## src/sv/sbp_pkg.sv

```systemverilog
// shared constants, types and helpers for the sample bit packer
`default_nettype none

package sbp_pkg;

    localparam int WORD_BITS    = 16;
    localparam int SAMPLE_FULL  = 16;
    localparam int RESULT_LIMIT = 16;
    localparam int DATA_W       = 16;
    localparam int WIDTH_W      = 5;
    localparam int ACC_BITS     = 3 * WORD_BITS;
    localparam int CNT_W        = $clog2(ACC_BITS + 1);
    localparam int K_W          = $clog2(RESULT_LIMIT);
    localparam int CFG_IDX_W    = 2;
    localparam int CFG_DATA_W   = 5;

    typedef enum logic [CFG_IDX_W-1:0] {
        CFG_SAMPLE_BITS = 2'd0,
        CFG_UNPACK_MODE = 2'd1,
        CFG_STEREO      = 2'd2
    } t_cfg_idx;

    // pending bitstream, valid bits right-aligned
    typedef struct packed {
        logic [ACC_BITS-1:0] acc;
        logic [CNT_W-1:0]    n;
        logic [K_W-1:0]      k;
    } t_stream;

    typedef struct packed {
        logic [DATA_W-1:0] data;
        logic              last_out;
        logic              done;
        t_stream           post;
    } t_slice;

    // out-of-range widths clamp to 1..16
    function automatic logic [WIDTH_W-1:0] eff_width(input logic [WIDTH_W-1:0] bits);
        logic [WIDTH_W-1:0] w;
        if (bits == '0) begin
            w = WIDTH_W'(1);
        end else if (bits > WIDTH_W'(SAMPLE_FULL)) begin
            w = WIDTH_W'(SAMPLE_FULL);
        end else begin
            w = bits;
        end
        return w;
    endfunction

endpackage

`default_nettype wire

```

## src/sv/sbp_if.sv

```systemverilog
// request channel interfaces for the sample bit packer
`default_nettype none

interface sbp_in_if;
    logic                       valid;
    logic                       ready;
    logic [sbp_pkg::DATA_W-1:0] word_a;
    logic [sbp_pkg::DATA_W-1:0] word_b;
    logic                       last;

    modport source (output valid, output word_a, output word_b, output last, input ready);
    modport sink   (input valid, input word_a, input word_b, input last, output ready);
endinterface

interface sbp_out_if;
    logic                       valid;
    logic                       ready;
    logic [sbp_pkg::DATA_W-1:0] data;
    logic                       last_out;

    modport source (output valid, output data, output last_out, input ready);
    modport sink   (input valid, input data, input last_out, output ready);
endinterface

`default_nettype wire

```

## src/sv/sbp_slicer.sv

```systemverilog
// cuts one result off the front of the pending bitstream
`default_nettype none

module sbp_slicer (
    input  wire sbp_pkg::t_stream               i_state,
    input  wire                                 i_last,
    input  wire                                 i_unpack,
    input  wire logic [sbp_pkg::WIDTH_W-1:0]    i_w,
    output sbp_pkg::t_slice                     o_res
);

    logic [sbp_pkg::CNT_W-1:0]  sh;
    logic [sbp_pkg::CNT_W-1:0]  w6;
    logic [sbp_pkg::DATA_W-1:0] smp;

    always_comb begin
        w6           = sbp_pkg::CNT_W'(i_w);
        sh           = '0;
        smp          = '0;
        o_res.data   = '0;
        o_res.post   = i_state;
        o_res.done   = 1'b1;
        if (!i_unpack) begin
            if (i_state.n >= sbp_pkg::CNT_W'(sbp_pkg::WORD_BITS)) begin
                sh           = i_state.n - sbp_pkg::CNT_W'(sbp_pkg::WORD_BITS);
                o_res.data   = sbp_pkg::DATA_W'(i_state.acc >> sh);
                o_res.post.n = sh;
            end else begin
                // flush of a partial word, zero padded at the bottom
                o_res.data   = i_state.acc[sbp_pkg::DATA_W-1:0]
                               << (sbp_pkg::CNT_W'(sbp_pkg::WORD_BITS) - i_state.n);
                o_res.post.n = '0;
            end
            o_res.done = !((o_res.post.n >= sbp_pkg::CNT_W'(sbp_pkg::WORD_BITS)) ||
                           (i_last && (o_res.post.n != '0)));
        end else begin
            sh           = i_state.n - w6;
            smp          = sbp_pkg::DATA_W'(i_state.acc >> sh)
                           & ~({sbp_pkg::DATA_W{1'b1}} << i_w);
            o_res.data   = smp << (sbp_pkg::CNT_W'(sbp_pkg::SAMPLE_FULL) - w6);
            o_res.post.n = sh;
            o_res.post.k = i_state.k + sbp_pkg::K_W'(1);
            o_res.done   = (sh < w6) ||
                           (i_state.k == sbp_pkg::K_W'(sbp_pkg::RESULT_LIMIT - 1));
        end
        o_res.last_out = o_res.done && i_last;
        // end of stream leaves nothing pending
        if (o_res.done && i_last) begin
            o_res.post.n = '0;
        end
    end

endmodule

`default_nettype wire

```

## src/sv/sample_bit_packer.sv

```systemverilog
// top level of the variable-width sample bit packer
//
//  channel   dir   fields                          handshake
//  i_in      in    word_a, word_b, last            valid/ready
//  o_out     out   data, last_out                  valid/ready
//  i_cfg_*   in    idx, data (sample_bits, mode, stereo) write enable only
//
// one request in per cycle while ready; a request leaves its results one per cycle
// through the output register while it is not stalled: pack yields 0..3 words,
// unpack yields min(16, (n+16)/w) samples
// the next request merges into the stream in the cycle its last result is cut
// reset is synchronous; no clearing pass
// a stalled output holds the slicer; while busy, input ready stays low until it moves
`default_nettype none

module sample_bit_packer (
    input  wire                                 i_clk,
    input  wire                                 i_rst_n,
    input  wire                                 i_cfg_we,
    input  wire logic [sbp_pkg::CFG_IDX_W-1:0]  i_cfg_idx,
    input  wire logic [sbp_pkg::CFG_DATA_W-1:0] i_cfg_data,
    sbp_in_if.sink                              i_in,
    sbp_out_if.source                           o_out
);

    logic [sbp_pkg::WIDTH_W-1:0] r_sample_bits, n_sample_bits;
    logic                        r_unpack, n_unpack;
    logic                        r_stereo, n_stereo;
    sbp_pkg::t_stream            r_stream, n_stream;
    logic                        r_busy, n_busy;
    logic                        r_last, n_last;
    logic                        r_ovalid, n_ovalid;
    logic [sbp_pkg::DATA_W-1:0]  r_odata;
    logic                        r_olast;

    logic [sbp_pkg::WIDTH_W-1:0] w;
    sbp_pkg::t_slice             slice;
    sbp_pkg::t_stream            base;
    sbp_pkg::t_stream            merged;
    logic                        m_busy;
    logic [sbp_pkg::DATA_W-1:0]  sa;
    logic [sbp_pkg::DATA_W-1:0]  sb;
    logic                        slot_free;
    logic                        emit_fire;
    logic                        final_emit;
    logic                        accept;

    assign w = sbp_pkg::eff_width(r_sample_bits);

    sbp_slicer u_slicer (
        .i_state  (r_stream),
        .i_last   (r_last),
        .i_unpack (r_unpack),
        .i_w      (w),
        .o_res    (slice)
    );

    assign slot_free  = !r_ovalid || o_out.ready;
    assign emit_fire  = r_busy && slot_free;
    assign final_emit = emit_fire && slice.done;
    assign i_in.ready = !r_busy || final_emit;
    assign accept     = i_in.valid && i_in.ready;

    // append the new request to what the previous one left behind
    always_comb begin
        base = r_busy ? slice.post : r_stream;
        sa   = i_in.word_a >> (sbp_pkg::WIDTH_W'(sbp_pkg::SAMPLE_FULL) - w);
        sb   = i_in.word_b >> (sbp_pkg::WIDTH_W'(sbp_pkg::SAMPLE_FULL) - w);
        merged   = base;
        merged.k = '0;
        if (r_unpack) begin
            merged.acc = (base.acc << sbp_pkg::DATA_W)
                         | sbp_pkg::ACC_BITS'(i_in.word_a);
            merged.n   = base.n + sbp_pkg::CNT_W'(sbp_pkg::DATA_W);
            m_busy     = 1'b1;
        end else begin
            if (r_stereo) begin
                merged.acc = (base.acc << {w, 1'b0})
                             | (sbp_pkg::ACC_BITS'(sa) << w)
                             | sbp_pkg::ACC_BITS'(sb);
                merged.n   = base.n + sbp_pkg::CNT_W'({w, 1'b0});
            end else begin
                merged.acc = (base.acc << w) | sbp_pkg::ACC_BITS'(sa);
                merged.n   = base.n + sbp_pkg::CNT_W'(w);
            end
            m_busy = (merged.n >= sbp_pkg::CNT_W'(sbp_pkg::WORD_BITS)) || i_in.last;
        end
    end

    always_comb begin
        n_sample_bits = r_sample_bits;
        n_unpack      = r_unpack;
        n_stereo      = r_stereo;
        n_stream      = r_stream;
        n_busy        = r_busy;
        n_last        = r_last;
        if (i_cfg_we) begin
            case (i_cfg_idx)
                sbp_pkg::CFG_SAMPLE_BITS: n_sample_bits = i_cfg_data;
                sbp_pkg::CFG_UNPACK_MODE: n_unpack      = i_cfg_data[0];
                sbp_pkg::CFG_STEREO:      n_stereo      = i_cfg_data[0];
                default:                  ;
            endcase
            // any known register write starts a new stream
            if (i_cfg_idx == sbp_pkg::CFG_SAMPLE_BITS ||
                i_cfg_idx == sbp_pkg::CFG_UNPACK_MODE ||
                i_cfg_idx == sbp_pkg::CFG_STEREO) begin
                n_stream.n = '0;
                n_stream.k = '0;
                n_busy     = 1'b0;
            end
        end else if (accept) begin
            n_stream = merged;
            n_busy   = m_busy;
            n_last   = i_in.last;
        end else if (emit_fire) begin
            n_stream = slice.post;
            n_busy   = !slice.done;
        end
    end

    always_comb begin
        n_ovalid = r_ovalid;
        if (emit_fire) begin
            n_ovalid = 1'b1;
        end else if (o_out.ready) begin
            n_ovalid = 1'b0;
        end
    end

    always_ff @(posedge i_clk) begin
        if (!i_rst_n) begin
            r_sample_bits <= sbp_pkg::WIDTH_W'(sbp_pkg::SAMPLE_FULL);
            r_unpack      <= 1'b0;
            r_stereo      <= 1'b0;
            r_stream      <= '0;
            r_busy        <= 1'b0;
            r_last        <= 1'b0;
            r_ovalid      <= 1'b0;
        end else begin
            r_sample_bits <= n_sample_bits;
            r_unpack      <= n_unpack;
            r_stereo      <= n_stereo;
            r_stream      <= n_stream;
            r_busy        <= n_busy;
            r_last        <= n_last;
            r_ovalid      <= n_ovalid;
        end
    end

    always_ff @(posedge i_clk) begin
        if (emit_fire) begin
            r_odata <= slice.data;
            r_olast <= slice.last_out;
        end
    end

    assign o_out.valid    = r_ovalid;
    assign o_out.data     = r_odata;
    assign o_out.last_out = r_olast;

endmodule

`default_nettype wire

```

## src/flat_wrapper.sv

```systemverilog
// flat-port wrapper written by rule: the top's interface ports become plain ports
module sample_bit_packer_flat 
  (i_clk, i_rst_n, i_cfg_we, i_cfg_idx, i_cfg_data, i_in_valid, i_in_word_a, i_in_word_b, i_in_last, i_in_ready, o_out_valid, o_out_data, o_out_last_out, o_out_ready);
  sbp_in_if i_in_i ();
  sbp_out_if o_out_i ();
  input  wire i_clk;
  input  wire i_rst_n;
  input  wire i_cfg_we;
  input  wire logic [sbp_pkg::CFG_IDX_W-1:0] i_cfg_idx;
  input  wire logic [sbp_pkg::CFG_DATA_W-1:0] i_cfg_data;
  input wire logic [$bits(i_in_i.valid)-1:0] i_in_valid;
  input wire logic [$bits(i_in_i.word_a)-1:0] i_in_word_a;
  input wire logic [$bits(i_in_i.word_b)-1:0] i_in_word_b;
  input wire logic [$bits(i_in_i.last)-1:0] i_in_last;
  output wire logic [$bits(i_in_i.ready)-1:0] i_in_ready;
  output wire logic [$bits(o_out_i.valid)-1:0] o_out_valid;
  output wire logic [$bits(o_out_i.data)-1:0] o_out_data;
  output wire logic [$bits(o_out_i.last_out)-1:0] o_out_last_out;
  input wire logic [$bits(o_out_i.ready)-1:0] o_out_ready;
  assign i_in_i.valid = i_in_valid;
  assign i_in_i.word_a = i_in_word_a;
  assign i_in_i.word_b = i_in_word_b;
  assign i_in_i.last = i_in_last;
  assign i_in_ready = i_in_i.ready;
  assign o_out_valid = o_out_i.valid;
  assign o_out_data = o_out_i.data;
  assign o_out_last_out = o_out_i.last_out;
  assign o_out_i.ready = o_out_ready;
  sample_bit_packer u_core (.i_clk(i_clk), .i_rst_n(i_rst_n), .i_cfg_we(i_cfg_we), .i_cfg_idx(i_cfg_idx), .i_cfg_data(i_cfg_data), .i_in(i_in_i), .o_out(o_out_i));
endmodule
```

## config.mk

```make
export PLATFORM = sky130hd
export DESIGN_NAME = sample_bit_packer_flat
export DESIGN_NICKNAME = d
export VERILOG_FILES = /design/src/sv/sbp_pkg.sv /design/src/sv/sbp_if.sv /design/src/sv/sbp_slicer.sv /design/src/sv/sample_bit_packer.sv /design/src/flat_wrapper.sv
export SDC_FILE = /design/constraint.sdc
export NUM_CORES = 1
export LEC_CHECK = 0
export ABC_CLOCK_PERIOD_IN_PS = 9100
export BUFFER_PORTS_ARGS = -buffer_cell sky130_fd_sc_hd__buf_2
export CAP_MARGIN = 20
export CORE_MARGIN = 10
export CORE_UTILIZATION = 35
export CTS_BUF_LIST = sky130_fd_sc_hd__clkbuf_2 sky130_fd_sc_hd__clkbuf_4 sky130_fd_sc_hd__clkbuf_8
export CTS_CLUSTER_DIAMETER = 100
export DETAILED_ROUTE_END_ITERATION = 8
export GPL_TIMING_DRIVEN = 0
export SLEW_MARGIN = 20
export SYNTH_ARGS = -nofsm -noshare
export SYNTH_HDL_FRONTEND = slang
export SYNTH_SLANG_ARGS = --single-unit
```

## constraint.sdc

```tcl
create_clock -name i_clk -period 9.1 [get_ports i_clk]
set_input_delay 1.82 -clock i_clk [delete_from_list [all_inputs] [get_ports i_clk]]
set_output_delay 1.82 -clock i_clk [all_outputs]
set_load 0.02 [all_outputs]
```

Word level (Yosys, flattened, before mapping)
Index checks and enable logic that the tools add are counted.
{"block": "totals", "ff_bits": 85, "in_bits": 45}
{"block": "op_classes", "add_sub_neg": 9, "order_cmp": 5, "eq_ne": 4, "shifts": 10, "muxes": 25, "bitwise_logic": 7, "reduce_logical": 26}
{"cell": "$mux W54", "count": 3}
{"cell": "$or A48 B16 Y48", "count": 3}
{"cell": "$shr A48 B6 Y16", "count": 2}
{"cell": "$mux W58", "count": 1}
{"cell": "$or A48 B48 Y48", "count": 1}
{"cell": "$shl A16 B5 Y48", "count": 1}
{"cell": "$shl A48 B5 Y48", "count": 1}
{"cell": "$shl A48 B6 Y48", "count": 1}
{"cell": "$mux W10", "count": 4}
{"cell": "$mux W16", "count": 2}
{"cell": "$shl A16 B6 Y16", "count": 2}
{"cell": "$shr A16 B5 Y16", "count": 2}
{"cell": "$mux W6", "count": 4}
{"cell": "$ge A6 B5 Y1 const B", "count": 3}
{"cell": "$and A16 B16 Y16", "count": 1}
{"cell": "$not A16 Y16", "count": 1}
{"cell": "$shl A16 B5 Y16 const A", "count": 1}
{"cell": "$mux W5", "count": 2}
{"cell": "$reduce_and A2 Y1", "count": 5}
{"cell": "$mux W1", "count": 8}
{"cell": "$logic_or A1 B1 Y1", "count": 7}
{"cell": "$add A6 B5 Y6", "count": 1}
{"cell": "$add A6 B5 Y6 const B", "count": 1}
{"cell": "$add A6 B6 Y6", "count": 1}
{"cell": "other kinds (21)", "count": 28}

Depth between registers and ports, before layout
{"block": "depth", "depth_word": 19, "mapped_depth": 34}

Cells and area by module
A second synthesis with hierarchy kept.
{"block": "hier_totals", "cells_unflattened": 2819, "hier_area_um2": 20723.6}
{"module": "sample_bit_packer", "n_inst": 1, "cells_each": 1780, "area_each_um2": 12887.4, "seq_area_each_um2": 1871.8}
{"module": "sbp_slicer", "n_inst": 1, "cells_each": 1039, "area_each_um2": 7836.3, "seq_area_each_um2": 0.0}

Worst setup path before layout
No wires, ideal clock.
{"block": "synth_path", "path_type": "reg2out", "start": "reg u_core.r_sample_bits[2] (netlist bit)", "end": "out i_in_ready", "arrival_time_ps": 5729, "path_slack_ps": 1551, "stages_incl_launch_ff": 22, "path_buffers": 8, "cell_sequence": "dfxtp_1 > clkbuf_1 > or3_4 > a21oi_4 > buf_2 > buf_2 > buf_2 > clkbuf_1 > buf_2 > ha_1 > inv_1 > fa_1 > xnor2_2 > inv_1 > buf_1 > clkbuf_1 > ha_1 > o21a_1 > o21a_1 > o21a_1 > o311a_1 > o21ai_0"}
{"block": "synth_via", "elab_chain_cells": 9, "elab_cells_between_ends": 10, "cone_classes": "add/sub: 1; order compare: 2; mux: 3; reduce/logical: 4"}
{"item": "start: declaration", "line_no": "sample_bit_packer.sv:26", "rtl": "logic [sbp_pkg::WIDTH_W-1:0] r_sample_bits, n_sample_bits;"}
{"item": "start signal: assignment", "line_no": "sample_bit_packer.sv:133", "rtl": "r_sample_bits <= sbp_pkg::WIDTH_W'(sbp_pkg::SAMPLE_FULL);"}
{"item": "start signal: assignment", "line_no": "sample_bit_packer.sv:141", "rtl": "r_sample_bits <= n_sample_bits;"}
{"item": "$gt A5 B5 Y1", "line_no": "sbp_pkg.sv:42", "rtl": "end else if (bits > WIDTH_W'(SAMPLE_FULL)) begin"}
{"item": "$mux W5", "line_no": "sbp_pkg.sv:42"}
{"item": "$mux W5 *", "line_no": "sbp_pkg.sv:40", "rtl": "if (bits == '0) begin"}
{"item": "$sub A6 B5 Y6", "line_no": "sbp_slicer.sv:37", "rtl": "sh = i_state.n - w6;"}
{"item": "$lt A6 B5 Y1 *", "line_no": "sbp_slicer.sv:43", "rtl": "o_res.done = (sh < w6) ||"}
{"item": "$logic_or A1 B1 Y1 *", "line_no": "sbp_slicer.sv:43"}
{"item": "$mux W1 *", "line_no": "sbp_slicer.sv:23", "rtl": "if (!i_unpack) begin"}
{"item": "$logic_and A1 B1 Y1 *", "line_no": "sample_bit_packer.sv:60", "rtl": "assign final_emit = emit_fire && slice.done;"}
{"item": "$logic_or A1 B1 Y1 *", "line_no": "sample_bit_packer.sv:61", "rtl": "assign i_in.ready = !r_busy || final_emit;"}
{"item": "end: declaration", "line_no": "flat_wrapper.sv:15", "rtl": "output wire logic [$bits(i_in_i.ready)-1:0] i_in_ready;"}
Mark *: on every way between the ends. The rest lies on a longest branch, timed or not.

Final worst setup path
{"block": "layout_path", "start": "reg u_core.r_sample_bits[4] (netlist bit)", "end": "out i_in_ready"}
The elaborated chain is that of the path after synthesis.

==> impl_metrics.py <==
metrics = {
    "worst_setup_path": {
        "critPathArrivalTime_ps": 7110,
        "r2r_setup_slack_ps": 270,
        "cp-start-kind": "register",
        "crit_path_max_fanout": 12,
        "path_common_cell": "o21a_1",
        "worstSetupPathType": "register to output pin",
        "critPathCaptureType": "output pin",
        "crit_chain": "buf_2, nand2b_1, clkbuf_1, buf_1, clkbuf_2, clkbuf_2, ha_1, xnor2_4, clkinvlp_4, clkbuf_1, ha_1, o21a_1, o21a_1, o21a_1, o311a_1, o21ai_0, buf_2",
        "cpMaxStageDelayCell": "buf_1",
        "critPathRequiredTime_ps": 7280,
        "max_stage_delay_ps": 790,
    },
    "synthesis": {
        "yosysWarnings": 0,
        "ys_types": 86,
        "yosys_most_used_dff": "dfxtp_1",
        "yosys-top-cells-area": "mux2i_1 (19%), mux4_2 (13%), dfxtp_1 (7.5%), nand2_1 (6.1%), a21oi_1 (5.4%)",
        "synth_seq_area_share_pct": 10.32,
        "synth_area_um2": 18140,
        "avgSynthCellArea_um2": 7.373,
        "netlist_instances": 2460,
        "async_reset_ff_share_pct": 0,
        "synth-seq-cells": 85,
        "syn_nets": 2536,
        "synth_top_cell_area_share_pct": 19.04,
        "synth_edf_count": 17,
        "yosys.area.top_type": "mux2i_1",
    },
    "finish": {
        "drive_above_1_share_pct": 11.65,
        "final_cells": 3225,
        "fin_util_pct": 38.32,
        "fin_nets": 2613,
        "area_delta_synth_final_pct": 8.374,
    },
    "sta": {
        "fin_ws_ps": 174.4,
        "period_share_pct": 98.08,
        "rsz0062_at_grt": "no",
        "skew_ps": 24.74,
        "setup_viol": 0,
        "finalCriticalPeriod_ps": 8926,
        "slew_violations": 0,
        "tns_ps": 0,
        "hold_viol": 0,
        "tightest_slew_ps": 1324,
        "relSlewSlack_pct": 11.74,
        "max_freq_ghz": 0.1120,
    },
    "global_route": {
        "grt_use_total_pct": 41.31,
        "grt_first_pass_wirelength_um": 178600,
        "first_global_vias": 22440,
        "antenna_found_initial": 3,
        "grt-ovfl-total": 0,
        "grt_max_degree": 20,
    },
    "floorplan": {
        "die_y_um": 247.7,
        "fp-row-count": 83,
        "die_area_um2": 61330,
        "start_util_pct": 35.36,
        "core_um2": 51300,
        "die_w_um": 247.7,
        "ioPinCount": 64,
    },
    "drt": {
        "drc": 0,
        "ant_nets": 0,
        "vias_per_cell": 7.375,
        "dr.pass1.iters": 9,
        "via_count": 23780,
        "drt_iter0_drc": 4130,
        "routed_wl_um": 130900,
        "post_drt_wl_per_cell_um": 40.58,
    },
    "clock_network": {
        "clock_sinks": 85,
        "clk_pin_slew_worst_paths_ps": 90,
        "cts_buffers": 9,
        "ctsHoldBuffers": 0,
        "htreeDepth": 3,
        "root_buffer": "clkbuf_8",
        "cts_tree": "yes",
        "clk_path_buf_depth": 2,
        "insertion_delay_ps": 420,
    },
    "pwr": {
        "p_sw_share_pct": 54.62,
        "p_clk_share_pct": 14.3,
        "comb_power_share_pct": 67.0,
        "power_density_nw_per_um2": 118.7,
        "p_sw_uw": 1274,
        "pwr-share-seq_pct": 18.7,
        "leakagePower_uw": 0.007840,
        "total_power_uw": 2333,
        "p_int_uw": 1059,
        "peakVddDrop_v": 0.00007786,
    },
    "placed_design": {
        "hpwlAfterDp_um": 101600,
        "dp_slack_ps": -980.6,
        "place.gp.congestion": 1.095,
        "port_buffers": 63,
        "placedCellCount": 3209,
    },
    "run_status": {
        "status": "finished clean",
    },
    "hold_path": {
        "hp-class": "register to register",
    },
    "flow_run": {
        "drv_cap": 0,
    },
}
## repair_timing
item | 4_1_cts | 5_1_grt
endpoints found under the hold margin | 0 | 0
resized for setup | 5 | 1
buffers inserted | 1 | 0
setup endpoints to repair | 54 | 4
## registers in the layout, summed over array words and instances (netlist names)
signal	count
u_core.r_busy	1
u_core.r_sample_bits	5
u_core.o_out.data	16
u_core.r_unpack	1
u_core.r_stereo	1
u_core.r_last	1
u_core.r_stream	58
u_core.o_out.last_out	1
u_core.o_out.valid	1
## worst max-delay path, delay by kind of cell, from the launching register on
kind | cells | cell delay [ps]
flops | 1 | 320
simple gates | 1 | 330
xor+xnor | 1 | 460
fa+ha+maj | 2 | 790
buf+inv | 8 | 3540
compound gates | 5 | 1190
## cells in the final DEF (no fill, tap or decap), types with 13 or more instances in the layout
master / count
a211oi_1: 49
a21oi_1: 196
a221oi_1: 23
a22oi_1: 18
a31oi_1: 31
buf_1: 28
buf_2: 106
clkbuf_1: 192
dfxtp_1: 68
edfxtp_1: 17
ha_1: 28
inv_1: 40
mux2_2: 28
mux2i_1: 345
mux4_2: 105
nand2_1: 293
nand2b_1: 13
nand3_1: 70
nor2_1: 237
nor2b_1: 18
nor3_1: 61
o211ai_1: 58
o21a_1: 13
o21ai_0: 156
o221ai_1: 17
o22ai_1: 46
o31ai_1: 13
or3_1: 17
## final timing paths
| check | from | end | cells past startpoint |
|---|---|---|---|
| max reg2reg | u_core.r_sample_bits[4]$_SDFFE_PN1P_ | u_core.r_stream[22]$_SDFFE_PN0P_ | 21 |
| min | u_core.r_last$_SDFFE_PN0P_ | u_core.r_last$_SDFFE_PN0P_ | 2 |
| min reg2reg | u_core.r_last$_SDFFE_PN0P_ | u_core.r_last$_SDFFE_PN0P_ | 2 |
| max | u_core.r_sample_bits[4]$_SDFFE_PN1P_ | i_in_ready | 17 |
## synth_stat cells (50+ instances only)
master and instances:
mux2i_1 345, nand2_1 293, nor2_1 239, clkbuf_1 200
a21oi_1 196, o21ai_0 157, mux4_2 105, nand3_1 70
dfxtp_1 68, nor3_1 62, o211ai_1 58, a211oi_1 50
## logic make-up after synthesis
group                      share of synthesized area, %
and+or+nand+nor                                   18.53
AOI/OAI and AO/OA                                 27.01
muxes                                             33.81
buffers and inverters                             7.167
DFF                                               10.32
adders and majority gates                         2.263
xor gates and xnor gates                         0.9037
## power by group through the flow
stage	sequential, µW	combinational (µW)	clock, µW
2_1_floorplan	437	914	0
3_3_place_gp	441	1480	0
3_5_place_dp	443	1470	0
4_1_cts	434	1480	333
5_1_grt	437	1600	341
6_report	436	1560	334
## stage by stage
stage | instance area [µm²] | hold slack, ps
floorplan | 18140 | 449.6
global placement | 19300 | 470.2
detailed placement | 19390 | 476.2
CTS | 19640 | 491.4
global route | 19650 | 514.5
finish | 19660 | 494.2
## metal layers
layer	share of wire, %	track usage [%]	vias to the layer above
met3	12	11.31	619
li1	-	-	9464
met4	9.4	32.42	0
met1	36	50.23	11460
met5	0	0	-
met2	42	60.95	2245
## final cells by class
class,instances,area [µm²]
sequential,85,1872
antenna,4,10.01
multi-input combinational,2048,15020
clock buffer,12,165.2
buffer,274,1112
clock inverter,3,66.31
timing repair buffer,70,375.4
fill,5518,31640
tap,680,850.8
inverter,49,187.7
Note: power is estimated with default switching activity, not from simulation.
